$ cat src/rtl/core/eibd_pkg.sv
// ----------------------------------------------------------------------------
// eibd_pkg
// Shared types and constants for the edge interval bit decoder: payload
// words, window register file layout and bit-count codes.
// ----------------------------------------------------------------------------
package eibd_pkg;

    localparam int unsigned TimeW  = 32;
    localparam int unsigned BoundW = 16;
    localparam int unsigned IndexW = 7;
    localparam int unsigned NumRegs = 8;
    localparam int unsigned RegIdxW = 3;

    // input word: edge event or rearm command
    typedef struct packed {
        logic              mode;
        logic [TimeW-1:0]  edge_time;
        logic              new_level;
    } t_in_word;

    // output word: one decoded bit
    typedef struct packed {
        logic              bit_value;
        logic [IndexW-1:0] bit_index;
        logic              last_of_edge;
        logic              capture_full;
    } t_out_word;

    // window bounds, all exclusive
    typedef struct packed {
        logic [BoundW-1:0] high_short_min;
        logic [BoundW-1:0] high_short_max;
        logic [BoundW-1:0] high_long_min;
        logic [BoundW-1:0] high_long_max;
        logic [BoundW-1:0] low_short_min;
        logic [BoundW-1:0] low_short_max;
        logic [BoundW-1:0] low_long_min;
        logic [BoundW-1:0] low_long_max;
    } t_windows;

    // register indexes
    localparam logic [RegIdxW-1:0] REG_HIGH_SHORT_MIN = 3'd0;
    localparam logic [RegIdxW-1:0] REG_HIGH_SHORT_MAX = 3'd1;
    localparam logic [RegIdxW-1:0] REG_HIGH_LONG_MIN  = 3'd2;
    localparam logic [RegIdxW-1:0] REG_HIGH_LONG_MAX  = 3'd3;
    localparam logic [RegIdxW-1:0] REG_LOW_SHORT_MIN  = 3'd4;
    localparam logic [RegIdxW-1:0] REG_LOW_SHORT_MAX  = 3'd5;
    localparam logic [RegIdxW-1:0] REG_LOW_LONG_MIN   = 3'd6;
    localparam logic [RegIdxW-1:0] REG_LOW_LONG_MAX   = 3'd7;

    // reset values, microseconds
    localparam logic [BoundW-1:0] RST_HIGH_SHORT_MIN = 16'd20;
    localparam logic [BoundW-1:0] RST_HIGH_SHORT_MAX = 16'd80;
    localparam logic [BoundW-1:0] RST_HIGH_LONG_MIN  = 16'd130;
    localparam logic [BoundW-1:0] RST_HIGH_LONG_MAX  = 16'd175;
    localparam logic [BoundW-1:0] RST_LOW_SHORT_MIN  = 16'd90;
    localparam logic [BoundW-1:0] RST_LOW_SHORT_MAX  = 16'd150;
    localparam logic [BoundW-1:0] RST_LOW_LONG_MIN   = 16'd200;
    localparam logic [BoundW-1:0] RST_LOW_LONG_MAX   = 16'd250;

    // input mode codes
    localparam logic MODE_EDGE  = 1'b0;
    localparam logic MODE_REARM = 1'b1;

    // number of bits an edge yields
    localparam logic [1:0] BITS_NONE = 2'd0;
    localparam logic [1:0] BITS_ONE  = 2'd1;
    localparam logic [1:0] BITS_TWO  = 2'd2;

endpackage

$ cat src/rtl/core/eibd_cfg_regs.sv
// ----------------------------------------------------------------------------
// eibd_cfg_regs
// Window bound register file, written one register per word.
// ----------------------------------------------------------------------------
module eibd_cfg_regs
    import eibd_pkg::*;
(
    input  logic               i_clk,
    input  logic               i_rst_n,
    input  logic               i_wr_en,
    input  logic [RegIdxW-1:0] i_wr_index,
    input  logic [BoundW-1:0]  i_wr_data,
    output t_windows           o_windows
);

    t_windows r_win;

    always_ff @(posedge i_clk) begin
        if (!i_rst_n) begin
            r_win.high_short_min <= RST_HIGH_SHORT_MIN;
            r_win.high_short_max <= RST_HIGH_SHORT_MAX;
            r_win.high_long_min  <= RST_HIGH_LONG_MIN;
            r_win.high_long_max  <= RST_HIGH_LONG_MAX;
            r_win.low_short_min  <= RST_LOW_SHORT_MIN;
            r_win.low_short_max  <= RST_LOW_SHORT_MAX;
            r_win.low_long_min   <= RST_LOW_LONG_MIN;
            r_win.low_long_max   <= RST_LOW_LONG_MAX;
        end else if (i_wr_en) begin
            unique case (i_wr_index)
                REG_HIGH_SHORT_MIN: r_win.high_short_min <= i_wr_data;
                REG_HIGH_SHORT_MAX: r_win.high_short_max <= i_wr_data;
                REG_HIGH_LONG_MIN:  r_win.high_long_min  <= i_wr_data;
                REG_HIGH_LONG_MAX:  r_win.high_long_max  <= i_wr_data;
                REG_LOW_SHORT_MIN:  r_win.low_short_min  <= i_wr_data;
                REG_LOW_SHORT_MAX:  r_win.low_short_max  <= i_wr_data;
                REG_LOW_LONG_MIN:   r_win.low_long_min   <= i_wr_data;
                REG_LOW_LONG_MAX:   r_win.low_long_max   <= i_wr_data;
                default:            r_win <= r_win;
            endcase
        end
    end

    assign o_windows = r_win;

endmodule

$ cat src/rtl/core/eibd_classify.sv
// ----------------------------------------------------------------------------
// eibd_classify
// Measures the wrapping interval since the previous edge and sorts it into
// the short or long window of the level held during it.
// ----------------------------------------------------------------------------
module eibd_classify
    import eibd_pkg::*;
(
    input  logic [TimeW-1:0] i_edge_time,
    input  logic [TimeW-1:0] i_prev_time,
    input  logic             i_prev_level,
    input  t_windows         i_windows,
    output logic [1:0]       o_nbits
);

    logic [TimeW-1:0]  interval;
    logic [BoundW-1:0] short_min, short_max, long_min, long_max;
    logic              in_short, in_long;

    // modulo 2^32 difference
    assign interval = i_edge_time - i_prev_time;

    always_comb begin
        if (i_prev_level) begin
            short_min = i_windows.high_short_min;
            short_max = i_windows.high_short_max;
            long_min  = i_windows.high_long_min;
            long_max  = i_windows.high_long_max;
        end else begin
            short_min = i_windows.low_short_min;
            short_max = i_windows.low_short_max;
            long_min  = i_windows.low_long_min;
            long_max  = i_windows.low_long_max;
        end
    end

    assign in_short = (interval > {16'd0, short_min}) && (interval < {16'd0, short_max});
    assign in_long  = (interval > {16'd0, long_min})  && (interval < {16'd0, long_max});

    // short window wins on overlap
    always_comb begin
        priority if (in_short) begin
            o_nbits = BITS_ONE;
        end else if (in_long) begin
            o_nbits = BITS_TWO;
        end else begin
            o_nbits = BITS_NONE;
        end
    end

endmodule

$ cat src/rtl/core/edge_interval_bit_decoder_core.sv
// ----------------------------------------------------------------------------
// edge_interval_bit_decoder_core
// Pulse-width bit decoder: edges in, decoded bits with capture index out.
// ----------------------------------------------------------------------------
// path: the first bit of an edge is registered in the output register once its
//   input word sits in the input register and the output slot is free
// throughput: one word per cycle while the output slot is free; an edge yielding
//   two bits holds the input register until its second bit is emitted, since the
//   single output register takes one bit per cycle
// reset: synchronous active low; windows return to their defaults, previous
//   level low, previous time 0, bit count 0, capture armed
// ----------------------------------------------------------------------------
module edge_interval_bit_decoder_core
    import eibd_pkg::*;
#(
    parameter int unsigned CAPTURE_BITS = 128
)
(
    input  logic               i_clk,
    input  logic               i_rst_n,
    // input word channel
    input  logic               i_in_valid,
    output logic               o_in_ready,
    input  t_in_word           i_in_data,
    // output word channel
    output logic               o_out_valid,
    input  logic               i_out_ready,
    output t_out_word          o_out_data,
    // configuration write channel
    input  logic               i_cfg_valid,
    output logic               o_cfg_ready,
    input  logic [RegIdxW-1:0] i_cfg_index,
    input  logic [BoundW-1:0]  i_cfg_data
);

    // bit counter wide enough for CAPTURE_BITS - 1
    localparam int unsigned CountW = $clog2(CAPTURE_BITS + 1);

    // configuration
    t_windows windows;

    assign o_cfg_ready = 1'b1;

    eibd_cfg_regs u_cfg (
        .i_clk      (i_clk),
        .i_rst_n    (i_rst_n),
        .i_wr_en    (i_cfg_valid),
        .i_wr_index (i_cfg_index),
        .i_wr_data  (i_cfg_data),
        .o_windows  (windows)
    );

    // input register
    logic     r_in_valid;
    t_in_word r_in;

    // decoder state
    logic              r_prev_level, n_prev_level;
    logic [TimeW-1:0]  r_prev_time,  n_prev_time;
    logic [CountW-1:0] r_count,      n_count;
    logic              r_armed,      n_armed;
    logic              r_second,     n_second;   // second bit of a double pending

    // output register
    logic      r_out_valid;
    t_out_word r_out;

    logic [1:0]      nbits;
    logic            out_free;
    logic            pop;
    logic            emit;
    logic            emit_last;
    logic            upd_prev;
    logic [CountW:0] count_inc;
    logic            full;
    t_out_word       bit_word;

    eibd_classify u_classify (
        .i_edge_time  (r_in.edge_time),
        .i_prev_time  (r_prev_time),
        .i_prev_level (r_prev_level),
        .i_windows    (windows),
        .o_nbits      (nbits)
    );

    // output slot can take a word this cycle
    assign out_free = !r_out_valid || i_out_ready;

    // capture counting for the bit being emitted
    assign count_inc = {1'b0, r_count} + {{CountW{1'b0}}, 1'b1};
    assign full      = (count_inc >= (CountW + 1)'(CAPTURE_BITS));

    // decide what the head word does this cycle
    always_comb begin
        pop       = 1'b0;
        emit      = 1'b0;
        emit_last = 1'b0;
        n_second  = r_second;
        n_armed   = r_armed;
        if (r_in_valid) begin
            priority if (r_second) begin
                // finish a double bit
                if (out_free) begin
                    emit      = 1'b1;
                    emit_last = 1'b1;
                    pop       = 1'b1;
                    n_second  = 1'b0;
                end
            end else if (r_in.mode == MODE_REARM) begin
                pop     = 1'b1;
                n_armed = 1'b1;
            end else if (!r_armed) begin
                // disarmed: edge dropped without a trace
                pop = 1'b1;
            end else if (nbits == BITS_NONE) begin
                pop = 1'b1;
            end else if (out_free) begin
                emit      = 1'b1;
                emit_last = (nbits == BITS_ONE) || full;
                if (emit_last) begin
                    pop = 1'b1;
                end else begin
                    n_second = 1'b1;
                end
            end
        end
        if (emit && full) begin
            n_armed = 1'b0;
        end
    end

    // bit count wraps to zero on a full capture
    always_comb begin
        n_count = r_count;
        if (emit) begin
            n_count = full ? '0 : count_inc[CountW-1:0];
        end
    end

    // an armed edge records its time and level when it leaves
    assign upd_prev     = pop && (r_in.mode == MODE_EDGE) && r_armed;
    assign n_prev_time  = upd_prev ? r_in.edge_time : r_prev_time;
    assign n_prev_level = upd_prev ? r_in.new_level : r_prev_level;

    always_comb begin
        bit_word.bit_value    = r_prev_level;
        bit_word.bit_index    = IndexW'(r_count);
        bit_word.last_of_edge = emit_last;
        bit_word.capture_full = full;
    end

    assign o_in_ready = !r_in_valid || pop;

    always_ff @(posedge i_clk) begin
        if (!i_rst_n) begin
            r_in_valid   <= 1'b0;
            r_prev_level <= 1'b0;
            r_prev_time  <= '0;
            r_count      <= '0;
            r_armed      <= 1'b1;
            r_second     <= 1'b0;
            r_out_valid  <= 1'b0;
        end else begin
            if (o_in_ready) begin
                r_in_valid <= i_in_valid;
            end
            r_prev_level <= n_prev_level;
            r_prev_time  <= n_prev_time;
            r_count      <= n_count;
            r_armed      <= n_armed;
            r_second     <= n_second;
            if (emit) begin
                r_out_valid <= 1'b1;
            end else if (i_out_ready) begin
                r_out_valid <= 1'b0;
            end
        end
    end

    // payload registers
    always_ff @(posedge i_clk) begin
        if (i_in_valid && o_in_ready) begin
            r_in <= i_in_data;
        end
        if (emit) begin
            r_out <= bit_word;
        end
    end

    assign o_out_valid = r_out_valid;
    assign o_out_data  = r_out;

    // a pending second bit always belongs to an armed edge in the input register
    a_second_has_edge: assert property (@(posedge i_clk) disable iff (!i_rst_n)
        r_second |-> (r_in_valid && r_armed && (r_in.mode == MODE_EDGE)))
        else $error("second bit pending without an armed edge");

    // the count never reaches the capture size
    a_count_range: assert property (@(posedge i_clk) disable iff (!i_rst_n)
        {1'b0, r_count} < (CountW + 1)'(CAPTURE_BITS))
        else $error("bit count out of range");

    // a first bit that is not last leaves the second one pending
    a_first_then_second: assert property (@(posedge i_clk) disable iff (!i_rst_n)
        (emit && !emit_last) |=> (r_second && r_in_valid))
        else $error("second bit of a double lost");

    // the bit that fills the capture ends its edge and disarms
    a_full_ends_edge: assert property (@(posedge i_clk) disable iff (!i_rst_n)
        (emit && full) |=> (!r_armed && r_out.last_of_edge && !r_second))
        else $error("full capture did not close the edge");

endmodule
$ cat config.mk
export PLATFORM = sky130hd
export DESIGN_NAME = edge_interval_bit_decoder_core
export DESIGN_NICKNAME = d
export VERILOG_FILES = /design/src/rtl/core/eibd_pkg.sv /design/src/rtl/core/eibd_cfg_regs.sv /design/src/rtl/core/eibd_classify.sv /design/src/rtl/core/edge_interval_bit_decoder_core.sv
export SDC_FILE = /design/constraint.sdc
export NUM_CORES = 1
export LEC_CHECK = 0
export BUFFER_PORTS_ARGS = -buffer_cell sky130_fd_sc_hd__clkbuf_2
export CAP_MARGIN = 25
export CELL_PAD_IN_SITES_DETAIL_PLACEMENT = 2
export CELL_PAD_IN_SITES_GLOBAL_PLACEMENT = 2
export CORE_AREA = 3 3 212 162
export CTS_CLUSTER_SIZE = 25
export DETAILED_ROUTE_END_ITERATION = 7
export DIE_AREA = 0 0 215 165
export PLACE_DENSITY = 0.8
export SYNTH_ARGS = -nofsm -noshare
export SYNTH_HDL_FRONTEND = slang
export SYNTH_SLANG_ARGS = --single-unit
$ cat constraint.sdc
create_clock -name i_clk -period 6.4 [get_ports i_clk]
set_input_delay 0.64 -clock i_clk [delete_from_list [all_inputs] [get_ports i_clk]]
set_output_delay 0.64 -clock i_clk [all_outputs]
set_load 0.02 [all_outputs]
Word level (Yosys, flattened, before mapping)
Index checks and enable logic that the tools add are counted.

Flip-flop bits (word level): 217. Bits of input ports: 58. Output and inout port bits: 13. Word-level logic and storage cells: 102.

$add $sub $neg: 2. Order comparisons: 5. Eq/ne operators: 9. Multiplexer cells: 38. Bitwise gates (word level): 1. Reduce and logical (&&, ||, !) cells: 25.

Operator list (number): 32-bit by 16-bit greater-than comparator with 1-bit output (2); 32-bit by 16-bit < comparator with 1-bit output (2); 16-bit 2-to-1 mux (4); 32-bit subtractor (1); 1-bit 2-to-1 mux (31); 2-bit AND reduction (8); 3-bit equality test (second input constant) (4); 8-bit by 1-bit adder with 9-bit output (second input constant) (1); 9-bit by 8-bit >= comparator with 1-bit output (second input constant) (1); 8-bit 2-to-1 mux (1); 3-bit by 2-bit equality test with 1-bit output (second input constant) (2); 1-bit logical AND (6); 2-bit nonzero test (3); 2-bit 2-to-1 mux (2); 3-bit by 1-bit equality test with 1-bit output (second input constant) (1); 3-bit zero test (1); 1-bit logical OR (3); 3-bit AND reduction (1); 2-bit by 1-bit equality test with 1-bit output (second input constant) (1); 1-bit zero test (2); 2-bit zero test (1); 2-bit by 1-bit inequality test with 1-bit output (second input constant) (1); 1-bit NOT (1).

Logic depth before layout (Yosys ltp)
Depth after elaboration: 16. Depth in mapped cells: 23. Gate-level depth less buffers: 22.

By module
From an unflattened synthesis, not the netlist that was laid out.

Cells, all modules: 1292. Area, all modules: 12353.1 um^2.

By module, submodules not included: eibd_cfg_regs (instances 1, cells an instance 454, area each 4788.3 um^2, sequential area each 2562.5 um^2); eibd_classify (instances 1, cells an instance 553, area each 4271.6 um^2, sequential area each 0.0 um^2); edge_interval_bit_decoder_core (instances 1, cells an instance 285, area each 3293.2 um^2, sequential area each 2222.1 um^2).

Least setup slack after synthesis
No wires, ideal clock.

Path kind: register to register. Start: register r_in[1] (netlist bit). End: register r_in[0] (netlist bit), enable pin. Library setup time: 0.415 ns. Arrival time: 4.917 ns. Required time: 5.985 ns. Path slack: 1.068 ns. Stages on the path, launching flop included: 23. Path buffers: 0. Clock period less this slack: 5.332 ns. Cell sequence: edfxtp_1 -> inv_1 -> ha_1 -> fa_1 -> nor2b_1 -> o2111ai_1 -> a21boi_0 -> o21a_1 -> o21ai_0 -> nand2b_1 -> a21oi_1 -> xnor2_1 -> ha_1 -> nand4_1 -> nor3_1 -> a41oi_1 -> o211a_1 -> o211ai_1 -> a2bb2oi_1 -> nand2b_2 -> o41ai_2 -> o211ai_1 -> and2_1.

Longest elaborated chain between the ends: 16. Elaborated cells between the ends (all ways): 21. Classes of those cells: add/sub: 1; order compare: 4; eq/ne: 1; mux: 9; reduce/logical: 6.

RTL lines: start: declaration (line edge_interval_bit_decoder_core.sv:55) `t_in_word r_in;`; start signal: assignment (line edge_interval_bit_decoder_core.sv:183) `r_in <= i_in_data;`; 32-bit subtractor * (line eibd_classify.sv:21) `assign interval = i_edge_time - i_prev_time;`; 32-bit by 16-bit greater-than comparator with 1-bit output / 32-bit by 16-bit < comparator with 1-bit output (equally long branches) (line eibd_classify.sv:38) `assign in_long = (interval > {16'd0, long_min}) && (interval < {16'd0, long_max});`; 1-bit logical AND (line eibd_classify.sv:38); 2-bit 2-to-1 mux (line eibd_classify.sv:44) `end else if (in_long) begin`; 2-bit 2-to-1 mux * (line eibd_classify.sv:42) `priority if (in_short) begin`; 2-bit by 1-bit equality test with 1-bit output (line edge_interval_bit_decoder_core.sv:119) `emit_last = (nbits == BITS_ONE) || full;`; 1-bit logical OR (line edge_interval_bit_decoder_core.sv:119); 1-bit 2-to-1 mux (line edge_interval_bit_decoder_core.sv:120) `if (emit_last) begin`; 1-bit 2-to-1 mux (line edge_interval_bit_decoder_core.sv:117) `end else if (out_free) begin`; 1-bit 2-to-1 mux * (line edge_interval_bit_decoder_core.sv:115) `end else if (nbits == BITS_NONE) begin`; 1-bit 2-to-1 mux * (line edge_interval_bit_decoder_core.sv:112) `end else if (!r_armed) begin`; 1-bit 2-to-1 mux * (line edge_interval_bit_decoder_core.sv:109) `end else if (r_in.mode == MODE_REARM) begin`; 1-bit 2-to-1 mux * (line edge_interval_bit_decoder_core.sv:101) `priority if (r_second) begin`; 1-bit 2-to-1 mux * (line edge_interval_bit_decoder_core.sv:100) `if (r_in_valid) begin`; 1-bit logical OR * (line edge_interval_bit_decoder_core.sv:152) `assign o_in_ready = !r_in_valid || pop;`; named net o_in_ready (line edge_interval_bit_decoder_core.sv:23) `output logic o_in_ready,`; 1-bit logical AND * (line edge_interval_bit_decoder_core.sv:182) `if (i_in_valid && o_in_ready) begin`.

Mark *: on every way through the listed nets, which the timed path passes. The rest lies on a longest branch. A chain may end at the register's enable or synchronous reset.

Final worst setup path
Start: register r_in[1] (netlist bit). End: output port o_in_ready.

Longest elaborated chain between the ends: 15. Elaborated cells between the ends (all ways): 20. Classes of those cells: add/sub: 1; order compare: 4; eq/ne: 1; mux: 9; reduce/logical: 5.

RTL lines (line): 32-bit subtractor * (eibd_classify.sv:21); 32-bit by 16-bit greater-than comparator with 1-bit output / 32-bit by 16-bit < comparator with 1-bit output (equally long branches) (eibd_classify.sv:38); 1-bit logical AND (eibd_classify.sv:38); 2-bit 2-to-1 mux (eibd_classify.sv:44); 2-bit 2-to-1 mux * (eibd_classify.sv:42); 2-bit by 1-bit equality test with 1-bit output (edge_interval_bit_decoder_core.sv:119); 1-bit logical OR (edge_interval_bit_decoder_core.sv:119); 1-bit 2-to-1 mux (edge_interval_bit_decoder_core.sv:120); 1-bit 2-to-1 mux (edge_interval_bit_decoder_core.sv:117); 1-bit 2-to-1 mux * (edge_interval_bit_decoder_core.sv:115); 1-bit 2-to-1 mux * (edge_interval_bit_decoder_core.sv:112); 1-bit 2-to-1 mux * (edge_interval_bit_decoder_core.sv:109); 1-bit 2-to-1 mux * (edge_interval_bit_decoder_core.sv:101); 1-bit 2-to-1 mux * (edge_interval_bit_decoder_core.sv:100); 1-bit logical OR * (edge_interval_bit_decoder_core.sv:152); end: declaration (edge_interval_bit_decoder_core.sv:23).

Every way passes the cells marked *; elsewhere a longest branch is shown, timed or not.

==> results_dict.tcl <==
set metrics [dict create \
    status "completed" \
    period_share_pct 94.2 \
    synth_area_mm2 0.0122 \
    synth_top_cell_by_area "dfxtp_1" \
    design.die.area_mm2 0.0355 \
    drt-wirelength-per-cell_um 22.9 \
    cts_tree "done" \
    synthFlopType "dfxtp_1" \
    num_rows 57 \
    viasPerCell 5.68 \
    die_y_um 165 \
    slew_headroom_pct 30.6 \
    num-nets-final 1633 \
    crit_chain "inv_1, ha_1, fa_1, nor2b_2, o2111ai_2, a21boi_2, o21a_1, o21ai_0, nand2b_1, a21oi_1, xnor2_2, buf_4, ha_1, nand4_1, nor3_2, o21ai_0, a21oi_2, o211ai_1, a2bb2oi_1, nand2b_2, o41ai_2, buf_4, o211ai_1, clkbuf_2" \
    grt_pass1_wl_mm 69.1 \
    cp_num_buf_inv 4 \
    slowest_stage "fa_1" \
    overflow 0 \
    port_buffers 69 \
    ys_top_cells_by_area "dfxtp_1 28%, nand2_1 11%, edfxtp_1 11%" \
    cts_buffer_depth 3 \
    hold_slack_ps 271 \
    maxClockFrequency_mhz 166 \
    dieWidth_um 215 \
    grt_max_degree 88 \
    placedCellCount 1891 \
    cp-end-kind "primary output" \
    yosys_register_bits 217 \
    reg2reg_depth 25 \
    avgSynthCellArea_um2 8.38 \
    drt_wl_total_mm 44.4 \
    period_minus_slack_ps 6030 \
    place_congestion 0.866 \
    p_total_uw 3900 \
    crit_path_start_kind "flip-flop" \
    yosysTopAreaCellShare_pct 28.4 \
    post_dp_cell_area_mm2 0.0129 \
    slew_viol_final 0 \
    cp.arrival_ps 5390 \
    power-per-cell-area_mw_per_mm2 284 \
    peakVddDrop_mv 0.201 \
    drive_above_1_share_pct 11.1 \
    area_delta_synth_final_pct 12.5 \
    setup_violations 0 \
    initial_utilization_pct 37.8 \
    core_mm2 0.0323 \
    drt.antenna.violating_nets 0 \
    grt_pass1_vias 11766 \
    hold_class "input pin to flip-flop" \
    design_area_mm2 0.0137 \
    stdcell_count 1937 \
    htreeDepth 1 \
    hold_depth 1 \
    numCtsBuffers 25 \
    ioPinCount 71 \
    synth_cell_types 76 \
    p_leak_uw 0.00509 \
    clock-sinks 217 \
    cts-root-buf "clkbuf_16" \
    hold_buffers 0 \
    routed-via-count 11005 \
    path_depth 24 \
    firstDrtPassIters 5 \
    clk-insertion-delay-late_ps 540 \
    ys.warnings.count 0 \
    path_max_fanout 7 \
    critPathTopFamily "compound AO/OA/AOI/OAI gates" \
    drcViolationCount 0 \
    grt_antenna_before_repair 0 \
    yosysSeqAreaShare_pct 39.2 \
    cpPeakStageDelay_ps 440 \
    synth_fp_nets 1611 \
    antenna_cells 0 \
    synth_edf_count 44 \
    maxCapViolCount 0 \
    async_flop_share_pct 0 \
    worst_pin_slew_ps 1040 \
    skew_ps 11.8 \
    critical_path_class "flip-flop to primary output" \
    drt_first_iter_violations 603 \
    finalHoldViolations 0 \
    clk_pin_slew_ps 60 \
    worst_ep_required_time_ps 5760 \
    grtUsageTotal_pct 24.8 \
    postSynthCellCount 1457 \
    setup_tns_ps 0 \
    grt_setup_unrepaired "false" \
    dp_hpwl_mm 32.5 \
]
[metrics by stage]
| step | utilization [%] | setup WS [ps] |
|---|---|---|
| floorplan | - | 1070 |
| global placement | 39.8 | 821 |
| detailed placement | 40.0 | 415 |
| CTS | 42.3 | 109 |
| global route | 42.5 | 21.3 |
| finish | 42.5 | 369 |
[report_power, final]
part | internal (uW) | switching (uW) | total [uW]
logic | 381 | 659 | 1040
registers | 1450 | 41.0 | 1490
clock network | 767 | 605 | 1370
[layout make-up]
type                            count  area (um^2)
Sequential cell                   217         4790
Timing Repair Buffer               83          497
Fill cell                        3590        18600
Tap cell                          442          553
Clock buffer                       36          708
Clock inverter                      7         41.3
Inverter                           41          155
Multi-Input combinational cell   1111         7000
[kinds of logic (layout without fill, tap and decap cells)]
| group | after synthesis | after routing | share of synthesized area [%] |
|---|---|---|---|
| AO/OA/AOI/OAI | 305 | 305 | 15.5 |
| buffers and inverters | 129 | 167 | 4.39 |
| other | 1 | 1 | 0.0307 |
| flip-flops | 217 | 217 | 39.2 |
| AND/OR/NAND/NOR | 589 | 589 | 21.4 |
| XOR/XNOR | 20 | 20 | 1.43 |
| adder cells (fa/ha/maj) | 96 | 96 | 9.89 |
| multiplexers | 100 | 100 | 8.25 |
[Yosys cell counts (6+ instances only)]
cell,instances
nor2b_1,18
o21ai_0,33
a21o_1,20
buf_1,6
clkbuf_2,16
o31ai_1,6
and3_1,6
inv_1,40
nor2_1,55
nor3_1,18
o2111ai_1,6
a31oi_1,8
edfxtp_1,44
xnor2_1,13
nand2_1,370
xor2_1,7
nand3_1,42
a21oi_1,161
clkbuf_1,49
ha_1,95
nor4_1,7
and2_1,6
mux2i_1,95
nand2b_1,11
o211ai_1,6
dfxtp_1,173
nand4_1,28
o21a_1,13
buf_2,14
[sequential cells by signal, summed over array words and instances, names as in the netlist]
name and count:
r_prev_time 32, o_out_data 10, r_in 34, r_prev_level 1, o_out_valid 1, r_second 1
r_in_valid 1, u_cfg.o_windows 128, r_count 8, r_armed 1
[routing by layer]
layer / wire length, um / global-route usage (%) / vias to the layer above
li1: - / - / 5152
met1: 21800 / 35.8 / 5563
met2: 19700 / 39.6 / 236
met3: 2120 / 3.86 / 54
met4: 731 / 4.56 / 0
met5: 0 / 0 / -
[path summary, 6_finish.rpt]
path | slack, ps | end | start
min reg2reg | 460 | u_cfg.o_windows[107] | u_cfg.o_windows[107]
min | 270 | r_in[23] | i_in_data[23]
max | 370 | o_in_ready | r_in[1]
max reg2reg | 830 | r_in[13] | r_in[1]
[placed cells by master, fill, tap and decap left out, drive strengths merged, types with 20 or more instances in the layout]
cell type  count
a21oi        163
inv           43
mux2i         95
nand3         42
o21ai         35
clkbuf       104
edfxtp        44
nor2          55
dfxtp        173
nand4         31
ha            95
a21o          20
nand2        370
[what timing repair did]
item | 4_1_cts | 5_1_grt
pin swaps | 0 | 2
gates resized for setup | 1 | 11
endpoints found under the setup margin | 1 | 1
buffers inserted | 0 | 2
(Power assumes the default switching activity.)
